### src/hdl/hmmd_pkg.sv
package hmmd_pkg;

    localparam int ADDR_W = 16;
    localparam int DATA_W = 8;

    // physical layout of the shared byte memory
    localparam int MEM_ADDR_W = 16;

    // command codes
    localparam logic [1:0] CMD_READ      = 2'd0;
    localparam logic [1:0] CMD_WRITE     = 2'd1;
    localparam logic [1:0] CMD_LOAD_ROM  = 2'd2;
    localparam logic [1:0] CMD_LOAD_BOOT = 2'd3;

    // read data source codes
    localparam logic [1:0] RSEL_ZERO = 2'd0;
    localparam logic [1:0] RSEL_MEM  = 2'd1;
    localparam logic [1:0] RSEL_FF   = 2'd2;

    // bus map constants
    localparam logic [ADDR_W-1:0] ROM_END      = 16'h7FFF;
    localparam logic [ADDR_W-1:0] BOOT_LIMIT   = 16'h0100;
    localparam logic [ADDR_W-1:0] BOOT_OFF_REG = 16'hFF50;
    localparam logic [ADDR_W-1:0] ECHO_FIRST   = 16'hE000;
    localparam logic [ADDR_W-1:0] ECHO_LAST    = 16'hFDFF;
    localparam logic [ADDR_W-1:0] UNUSED_FIRST = 16'hFEA0;
    localparam logic [ADDR_W-1:0] UNUSED_LAST  = 16'hFEFF;
    localparam logic [DATA_W-1:0] OPEN_BUS     = 8'hFF;
    localparam logic [DATA_W-1:0] BOOT_OFF_VAL = 8'h01;

    // boot image lives in the physical hole left by the echo area
    localparam logic [7:0] BOOT_BASE_HI = 8'hE0;
    // echo area folds onto work ram at 0xC000
    localparam logic [2:0] WRAM_HI = 3'b110;

    typedef struct packed {
        logic [1:0]        cmd;
        logic [ADDR_W-1:0] addr;
        logic [DATA_W-1:0] wdata;
    } req_t;

    typedef struct packed {
        logic [DATA_W-1:0] rdata;
        logic              prohibited;
    } rsp_t;

    typedef struct packed {
        logic [MEM_ADDR_W-1:0] phys_addr;
        logic                  rd_en;
        logic                  wr_en;
        logic [1:0]            rsel;
        logic                  prohibited;
        logic                  boot_set;
    } dec_t;

endpackage

### src/hdl/hmmd_decode.sv
module hmmd_decode (
    input  hmmd_pkg::req_t req,
    input  logic           boot_done,
    output hmmd_pkg::dec_t dec
);

    logic in_echo;
    logic in_unused;
    logic [hmmd_pkg::MEM_ADDR_W-1:0] boot_phys;
    logic [hmmd_pkg::MEM_ADDR_W-1:0] bus_phys;

    assign in_echo   = (req.addr >= hmmd_pkg::ECHO_FIRST) && (req.addr <= hmmd_pkg::ECHO_LAST);
    assign in_unused = (req.addr >= hmmd_pkg::UNUSED_FIRST)
                    && (req.addr <= hmmd_pkg::UNUSED_LAST);
    assign boot_phys = {hmmd_pkg::BOOT_BASE_HI, req.addr[7:0]};
    // everything but the echo area maps one to one
    assign bus_phys  = in_echo ? {hmmd_pkg::WRAM_HI, req.addr[12:0]} : req.addr;

    always_comb
    begin
        dec            = '0;
        dec.phys_addr  = bus_phys;
        dec.rsel       = hmmd_pkg::RSEL_ZERO;
        unique case (req.cmd)
            hmmd_pkg::CMD_READ:
            begin
                priority if (!boot_done && (req.addr < hmmd_pkg::BOOT_LIMIT))
                begin
                    dec.phys_addr = boot_phys;
                    dec.rd_en     = 1'b1;
                    dec.rsel      = hmmd_pkg::RSEL_MEM;
                end
                else if (in_unused)
                begin
                    dec.rsel = hmmd_pkg::RSEL_FF;
                end
                else
                begin
                    dec.rd_en = 1'b1;
                    dec.rsel  = hmmd_pkg::RSEL_MEM;
                end
            end
            hmmd_pkg::CMD_WRITE:
            begin
                priority if ((req.addr == hmmd_pkg::BOOT_OFF_REG)
                             && (req.wdata == hmmd_pkg::BOOT_OFF_VAL))
                begin
                    dec.boot_set = 1'b1;
                end
                else if (req.addr <= hmmd_pkg::ROM_END)
                begin
                    // rom is read only from the bus
                end
                else if (in_unused)
                begin
                    dec.prohibited = 1'b1;
                end
                else
                begin
                    dec.wr_en = 1'b1;
                end
            end
            hmmd_pkg::CMD_LOAD_ROM:
            begin
                dec.phys_addr = req.addr;
                dec.wr_en     = (req.addr <= hmmd_pkg::ROM_END);
            end
            hmmd_pkg::CMD_LOAD_BOOT:
            begin
                dec.phys_addr = boot_phys;
                dec.wr_en     = (req.addr < hmmd_pkg::BOOT_LIMIT);
            end
        endcase
    end

endmodule

### config.mk
export PLATFORM = sky130hd
export DESIGN_NAME = hmmd_decode
export DESIGN_NICKNAME = d
export VERILOG_FILES = /design/src/hdl/hmmd_pkg.sv /design/src/hdl/hmmd_decode.sv
export SDC_FILE = /design/constraint.sdc
export NUM_CORES = 1
export LEC_CHECK = 0
export BUFFER_PORTS_ARGS = -buffer_cell sky130_fd_sc_hd__buf_2
export CAP_MARGIN = 10
export CORE_AREA = 2 2 39 41
export DETAILED_ROUTE_END_ITERATION = 7
export DIE_AREA = 0 0 41 43
export PLACE_DENSITY = 0.83
export SYNTH_ARGS = -nofsm -noshare
export SYNTH_HDL_FRONTEND = slang
export SYNTH_SLANG_ARGS = --single-unit
### constraint.sdc
create_clock -name vclk -period 1.15
set_clock_uncertainty 0.05 [all_clocks]
set_input_delay 0.115 -clock vclk [all_inputs]
set_output_delay 0.115 -clock vclk [all_outputs]
set_load 0.01 [all_outputs]
======== Yosys cells after proc, flatten, opt, wreduce, memory -nomap -nowiden ========
Cells that the tools add are included.
word-level totals
  register bits ........................... 0
  bits of input ports ..................... 27
  output and inout port bits .............. 22
cells by class
  order comparisons ....................... 6
  equal/unequal tests ..................... 5
  multiplexer cells ....................... 17
  reduce and logical (&&, ||, !) cells .... 6
operators with widths
  kind                                                                                 number
  16-bit case mux with 3 select lines                                                  1
  16-bit greater-or-equal comparator (second input constant)                           2
  16-bit less-or-equal comparator (second input constant)                              2
  16-bit 2-to-1 mux                                                                    2
  16-bit == test (second input constant)                                               1
  16-bit by 15-bit less-or-equal comparator with 1-bit output (second input constant)  1
  16-bit by 9-bit less-than comparator with 1-bit output (second input constant)       1
  1-bit 2-to-1 mux                                                                     9
  8-bit by 1-bit == test with 1-bit output (second input constant)                     1
  2-bit 2-to-1 mux                                                                     4
  2-bit == test (second input constant)                                                2
  1-bit logical AND                                                                    4
  1-bit case mux with 3 select lines                                                   1
  2-bit by 1-bit == test with 1-bit output (second input constant)                     1
  2-bit zero test                                                                      1
  1-bit zero test                                                                      1

======== Depth between registers and ports, before layout ========
Gate-level depths: netlist (run 1).
  depth after elaboration ................. 6
  mapped depth ............................ 5
  depth with buffers taken out ............ 4

======== Least setup slack after synthesis (run 1) ========
OpenSTA, ideal clock, no wires.
  path kind ............................... input-to-output
  start point ............................. in req[22] (netlist bit)
  end point ............................... out dec[14] (netlist bit)
  arrival time ............................ 1076 ps
  path slack .............................. -91 ps
  stages .................................. 4
  cells stage by stage .................... or4_1 > nor2_2 > a22oi_2 > and2_1
RTL lines
  element          RTL line          source
  start, declared  hmmd_decode.sv:2  input hmmd_pkg::req_t req,
  end, declared    hmmd_decode.sv:4  output hmmd_pkg::dec_t dec

==> flow_summary_export.csv, run 1 <==
group,metric,value,unit
worst_setup_path,cp_top_family,"simple AND/OR/NAND/NOR gates",
finish,seq_cells,0,
global_route,grt_pass1_wl,2400,um
synthesis,netlist_area,329,sq um
finish,n_clock_buffer,0,
synthesis,synthDistinctLibCells,26,
timing,rsz0062_at_grt,"true",
synthesis,synth_most_common_cell,"buf_4",
worst_setup_path,slowest_stage,"or4_4",
synthesis,synth_top_cell_by_area,"buf_4",
floorplanning,dieHeight,43,um
worst_setup_path,cp-start-kind,"primary input",
pwr,p_clk_share,0,%
placement,gp_congestion,0.731,
pwr,p_comb_share,100.0,%
worst_setup_path,timing.critical_path.cells,"buf_6, or4_4, nor2_4, a22oi_2, and2_4, buf_6",
worst_setup_path,cp_data_required_time,0.99,ns
worst_setup_path,path_class,"primary input to output port",
pwr,power,305,uW
route,via_count,612,
global_route,grt_pass1_vias,613,
finish,multi_input_area,373,sq um
synthesis,ys_seq_area_share,0,%
pwr,power_frac_seq,0,%
pwr,leakage,0.000428,uW
global_route,grt_overflow,0,
timing,drv_slew,0,
global_route,antenna_found_initial,0,
route,postRouteAntennaNets,0,
finish,fill_cells,117,
finish,layout-drive-gt1-share,83.0,%
timing,fin_crit_sh,131,%
placement,portBuffers,49,
finish,nets,135,
route,firstDrtPassIters,3,
synthesis,synth_cells,51,
pwr,sw_frac_of_total,40.5,%
floorplanning,pin_count,49,
status,status,"finished, violations left",
worst_hold_path,hold_path_class,"primary input to output port",
placement,dp_hpwl,1140,um
synthesis,synth.top_cell.area_share,18.3,%
route,viasPerCell,5.02,
pwr,power_density,334,nW/um^2
timing,setup_viol,11,
worst_setup_path,crit_top_cell,"buf_6",
finish,num_antenna_cells,0,
finish,synthToLayoutAreaGrowth,177,%
worst_setup_path,worstPathMaxFanout,8,
floorplanning,fp-row-count,14,
worst_setup_path,worst-path-buf-inv,2,
pwr,power.internal,181,uW
synthesis,ys_warn_count,0,
synthesis,syn_nets,78,
timing,max_slew.worst_pin.slew,0.369,ns
pwr,p_sw,123,uW
floorplanning,core,1380,sq um
floorplanning,start_util,23.8,%
finish,ff_latch_area,0,sq um
cts,ctsHoldBuffers,0,
timing,setup_slack,-0.360,ns
placement,place_ws,-0.335,ns
status,violations,"negative setup slack",
timing,worst_slew_margin_rel,75.2,%
floorplanning,die_w,41,um
worst_setup_path,setup.worst_path.end_class,"output port",
route,wl_per_cell,13.7,um
route,drt_iter0_markers,15,
timing,period_minus_slack,1.51,ns
worst_setup_path,worstPathArrival,1.35,ns
synthesis,syn-mean-instance-area,6.45,sq um
worst_setup_path,cpPeakStageDelay,0.54,ns
flow_run,cap_violations,0,
floorplanning,fp.dieArea,1760,sq um
route,route.detailed.drc,0,
route,routed_wl,1670,um
synthesis,synth_common_cells,"buf_4 (8), and2_1 (5), nor3_1 (5), nand2_1 (3)",
pwr,max-vdd-ir-drop,0.206,mV
timing,hold_viol,0,
synthesis,ys_top_cells_by_area,"buf_4 (18%), and2_1 (9.5%), nor3_1 (7.6%)",
global_route,grt_max_degree,9,
timing,fmax,662,MHz
global_route,gr-usage-all-layers,18.9,%
[logic make-up (layout without fill, tap and decap cells)]
group	after synthesis	after routing	synth area share (%)
AND/OR/NAND/NOR	33	33	60.1
buffers and inverters	11	66	22.4
AO/OA/AOI/OAI	7	7	17.5
[layout by cell type, fill, tap and decap left out, types with 2 or more instances in the layout]
cell / netlist / final
nor3_2: 0 / 4
buf_6: 0 / 26
nand2b_1: 2 / 2
nand2_1: 3 / 3
buf_2: 2 / 28
and3_4: 0 / 2
nand3_1: 2 / 2
buf_4: 8 / 11
and2_4: 0 / 5
or4_4: 0 / 2
nor4b_4: 0 / 2
[cell type report]
class	instances	share of cell area, %
timing repair buffer	65	56.5
inverter	1	0.412
tap	16	2.19
multi-input combinational	40	40.9
[path summary, 6_finish.rpt]
| path | start | to | slack (ns) | depth (start not counted) |
|---|---|---|---|---|
| min | req[11] | dec[9] | 0.36 | 2 |
| max | req[22] | dec[15] | -0.36 | 6 |
[per-stage QoR]
step / hold WS (ns) / TNS (ns) / util (%) / std cells / instance area, sq um
2_1_floorplan: 0.272 / -0.323 / - / 51 / 360
3_3_place_gp: 0.380 / -2.96 / 47.2 / 119 / 653
3_5_place_dp: 0.380 / -3.30 / 47.2 / 119 / 653
4_1_cts: 0.359 / -2.66 / 60.8 / 121 / 842
5_1_grt: 0.372 / -3.52 / 65.9 / 122 / 912
6_report: 0.360 / -3.10 / 65.9 / 122 / 912
[per-layer routing]
layer  GRT usage (%)  wire [um]
met5               0          0
met4            5.33         48
met3            1.05        112
met2            40.0        977
met1            16.1        535
[timing repair]
action	4_1_cts	5_1_grt
endpoints found under the setup margin	14	14
resized for setup	33	11
setup buffers	2	2
pin swaps	18	14
[power by group through the flow]
stage / Sequential, uW / Combinational (uW) / Clock (uW)
finish: 0 / 305 / 0
global route: 0 / 324 / 0
CTS: 0 / 281 / 0
detailed placement: 0 / 216 / 0
global placement: 0 / 210 / 0
floorplan: 0 / 104 / 0
Power figures use the tool's default switching activity.
==> inputs of run 2 (changes only) <==
==> constraint.sdc (replaced) <==
create_clock -name vclk -period 1.15
set_clock_uncertainty 0.05 [all_clocks]
set_input_delay 0.0575 -clock vclk [all_inputs]
set_output_delay 0.0575 -clock vclk [all_outputs]
set_load 0.01 [all_outputs]
==> flow_summary_export.csv, run 2 (synthesis gave the netlist of run 1 again) <==
group,metric,value,unit
route,wl_per_cell,10.5,um
flow_run,cap_violations,0,
floorplanning,dieHeight,43,um
route,route.detailed.drc,0,
status,violations,"negative setup slack",
pwr,max-vdd-ir-drop,0.146,mV
timing,hold_slack,0.266,ns
floorplanning,pin_count,49,
worst_setup_path,setup.worst_path.end_class,"output port",
timing,hold_viol,0,
route,drt_iter0_markers,10,
route,viasPerCell,4.79,
finish,synthToLayoutAreaGrowth,96.6,%
placement,portBuffers,49,
placement,place_ws,-0.232,ns
timing,setup_slack,-0.178,ns
global_route,gr-usage-all-layers,13.8,%
worst_hold_path,holdPathEnd,"dec[9]",
worst_setup_path,worstPathMaxFanout,8,
floorplanning,core,1380,sq um
worst_setup_path,cp-start-kind,"primary input",
timing,period_minus_slack,1.33,ns
placement,gp_congestion,0.737,
finish,layout-drive-gt1-share,66.3,%
global_route,grt_overflow,0,
finish,fin_cells,114,
finish,seq_cells,0,
worst_hold_path,min-delay-start,"req[11]",
floorplanning,die_w,41,um
timing,rsz0062_at_grt,"true",
finish,num_antenna_cells,0,
worst_hold_path,hold_path_class,"primary input to output port",
timing,fmax,753,MHz
timing,worst_slew_margin_rel,79.6,%
worst_setup_path,worstPathArrival,1.22,ns
finish,nets,127,
finish,fill_cells,158,
global_route,antenna_found_initial,0,
worst_setup_path,path_class,"primary input to output port",
finish,final_area,647,sq um
global_route,grt_pass1_vias,468,
placement,dpl.cell_count,113,
timing,drv_slew,0,
route,firstDrtPassIters,4,
floorplanning,start_util,23.8,%
floorplanning,fp-row-count,14,
finish,final_common_cell,"buf_2",
status,status,"finished, violations left",
route,routed_wl,1200,um
worst_hold_path,holdPathStages,2,
finish,mostFrequentLayoutCells,"buf_2 (47), buf_4 (8), nor3_1 (5), and2_1 (5), nand2_1 (3)",
pwr,power_density,318,nW/um^2
timing,fin_crit_sh,115,%
floorplanning,fp.dieArea,1760,sq um
placement,dp_hpwl,1010,um
route,postRouteAntennaNets,0,
worst_setup_path,cp_data_required_time,1.04,ns
timing,fin_setup_tns,-1.21,ns
global_route,grt_pass1_wl,1810,um
pwr,leakage,0.000335,uW
placement,dpl-instance-area,577,sq um
finish,n_clock_buffer,0,
timing,setup_viol,9,
timing,max_slew.worst_pin.slew,0.306,ns
finish,ff_latch_area,0,sq um
cts,ctsHoldBuffers,0,
global_route,grt_max_degree,10,
route,via_count,546,
[run 2: area by class of cell]
cell class                      instances  area (sq um)  share of cell area, %
Multi-Input combinational cell         40           305                   47.2
Inverter                                1          3.75                  0.580
Timing Repair Buffer                   57           318                   49.1
Tap cell                               16          20.0                   3.09
[run 2: worst max path at each step]
stage	start	endpoint	slack, ns	cells after the start
after CTS	req[18]	dec[15]	-0.18	6
after global routing	req[18]	dec[15]	-0.23	6
final	req[18]	dec[15]	-0.18	6
after floorplan	req[22]	dec[14]	0.02	4
after global placement	req[16]	dec[14]	-0.21	6
after detailed placement	req[23]	dec[16]	-0.23	6
[run 2: repair_timing]
action | in CTS | in global routing
pin swaps | 9 | 2
endpoints found under the setup margin | 11 | 14
setup buffers | 1 | 0
resized for setup | 8 | 3
[run 2: through the flow]
| stage | power (uW) | utilization [%] |
|---|---|---|
| after floorplan | 91.9 | - |
| after global placement | 181 | 41.7 |
| after detailed placement | 185 | 41.7 |
| after CTS | 199 | 45.0 |
| after global routing | 225 | 46.7 |
| final | 206 | 46.7 |
[run 2: report_power, final]
group / internal [uW] / switching, uW / leakage, uW
Clock: 0 / 0 / 0
Combinational: 108 / 97.6 / 0.000335
Sequential: 0 / 0 / 0
[run 2: layer usage]
metal | vias to the layer above | global-route usage (%) | wire length, um
met3 | 2 | 0.524 | 107
met1 | 233 | 16.1 | 460
met5 | - | 0 | 0
li1 | 279 | - | -
met4 | 0 | 2.00 | 14
met2 | 32 | 25.9 | 611
[run 2: critical path, stage by stage]
cell and delay (ns):
buf_6 0.09, or4_4 0.54, nor2_4 0.13, a22oi_2 0.10, and2_1 0.17, buf_2 0.13
==> inputs of run 3 (changes only) <==
--- a/config.mk
+++ b/config.mk
@@ -7,10 +7,13 @@
 export LEC_CHECK = 0
 export BUFFER_PORTS_ARGS = -buffer_cell sky130_fd_sc_hd__buf_2
 export CAP_MARGIN = 10
-export CORE_AREA = 2 2 39 41
+export CELL_PAD_IN_SITES_DETAIL_PLACEMENT = 1
+export CELL_PAD_IN_SITES_GLOBAL_PLACEMENT = 2
+export CORE_ASPECT_RATIO = 1.25
+export CORE_MARGIN = 2
+export CORE_UTILIZATION = 11
 export DETAILED_ROUTE_END_ITERATION = 7
-export DIE_AREA = 0 0 41 43
-export PLACE_DENSITY = 0.83
+export PLACE_DENSITY = 0.91
 export SYNTH_ARGS = -nofsm -noshare
 export SYNTH_HDL_FRONTEND = slang
 export SYNTH_SLANG_ARGS = --single-unit
==> flow_summary_export.csv, run 3 (synthesis gave the netlist of run 1 again) <==
group,metric,value,unit
pwr,p_clk_share,0,%
placement,portBuffers,49,
route,postRouteAntennaNets,0,
pwr,leakage,0.000369,uW
timing,rsz0062_at_grt,"true",
finish,seq_cells,0,
flow_run,cap_violations,0,
worst_setup_path,setup.worst_path.end_class,"output port",
global_route,grt_max_degree,10,
timing,fmax,745,MHz
worst_hold_path,hold_path_class,"primary input to output port",
status,status,"finished, violations left",
cts,ctsHoldBuffers,0,
timing,fin_setup_tns,-1.41,ns
finish,num_antenna_cells,0,
worst_setup_path,cp_data_required_time,1.04,ns
timing,max_slew.worst_pin.slew,0.332,ns
pwr,power_density,315,nW/um^2
timing,setup_slack,-0.192,ns
floorplanning,die_w,52.9,um
timing,period_minus_slack,1.34,ns
finish,utilization,26.7,%
worst_setup_path,path_class,"primary input to output port",
floorplanning,fp-row-count,22,
pwr,p_sw,112,uW
status,violations,"negative setup slack",
floorplanning,start_util,11.4,%
finish,multi_input_area,347,sq um
pwr,p_comb_share,100.0,%
placement,gp_congestion,0.683,
timing,hold_slack,0.258,ns
placement,dp_hpwl,1470,um
worst_setup_path,worstPathMaxFanout,8,
finish,mostFrequentLayoutCells,"buf_2 (42), buf_4 (10), buf_6 (8)",
global_route,antenna_found_initial,0,
timing,fin_crit_sh,117,%
pwr,sw_frac_of_total,46.1,%
floorplanning,pin_count,49,
finish,ff_latch_area,0,sq um
global_route,grt_pass1_vias,588,
finish,synthToLayoutAreaGrowth,134,%
global_route,gr-usage-all-layers,9.42,%
timing,hold_viol,0,
pwr,max-vdd-ir-drop,0.118,mV
timing,worst_slew_margin_rel,77.8,%
worst_setup_path,cp-start-kind,"primary input",
worst_setup_path,startpoint,"req[22]",
worst_setup_path,worstPathArrival,1.23,ns
global_route,grt_overflow,0,
finish,final_common_cell,"buf_2",
timing,setup_viol,9,
route,firstDrtPassIters,2,
route,wl_per_cell,12.3,um
finish,fill_cells,370,
finish,layout-drive-gt1-share,75.2,%
pwr,power.internal,131,uW
timing,drv_slew,0,
route,routed_wl,1690,um
floorplanning,dieHeight,65.2,um
worst_hold_path,min-delay-start,"req[15]",
route,viasPerCell,4.35,
global_route,grt_pass1_wl,2530,um
route,via_count,596,
pwr,power_frac_seq,0,%
worst_hold_path,holdPathStages,2,
route,drt_iter0_markers,2,
route,route.detailed.drc,0,
finish,nets,130,
floorplanning,fp.dieArea,3450,sq um
finish,n_clock_buffer,0,
floorplanning,core,2890,sq um
## run 3: cell count changes in the layout (fill, tap and decap cells not counted), moves of 2 or more
cell and change:
nor2_2 +2, buf_6 +6, buf_2 -5, nor2_1 -2
buf_4 +2
## run 3: final timing paths
| path | slack (ns) | endpoint |
|---|---|---|
| max | -0.19 | dec[14] |
| min | 0.26 | dec[13] |
## run 3: critical path, stage by stage
cell	delay, ns
buf_2	0.11
or4_4	0.54
nor2_4	0.11
a22oi_2	0.11
and2_1	0.17
buf_2	0.13
## run 3: final cells by class
class / count / share of cell area (%)
Inverter: 1 / 0.487
Multi-Input combinational cell: 40 / 45.0
Tap cell: 36 / 5.84
Timing Repair Buffer: 60 / 48.7
## run 3: what timing repair did
item,in CTS,in global routing
setup endpoints to repair,11,14
cloned,0,0
buffers inserted,1,1
pin swaps,11,5
gates resized for setup,11,17
## run 3: power by group through the flow
stage	logic, uW	clock network (uW)	registers, uW
finish	243	0	0
global route	264	0	0
CTS	215	0	0
detailed placement	199	0	0
global placement	193	0	0
floorplan	91.9	0	0
## run 3: stage by stage
step / instance area (sq um) / total power (uW) / setup slack, ns / std cells
after floorplan: 329 / 91.9 / 0.0237 / 51
after global placement: 632 / 193 / -0.234 / 137
after detailed placement: 632 / 199 / -0.291 / 137
after CTS: 683 / 215 / -0.215 / 137
after global routing: 771 / 264 / -0.247 / 137
final: 771 / 243 / -0.192 / 137
## run 3: routing by layer
metal	track usage (%)	part of all wire, %	vias up
li1	-	-	285
met1	10.3	33	278
met2	19.5	57	31
met3	0.455	8.8	2
met4	0.962	1.0	0
met5	0	0	-
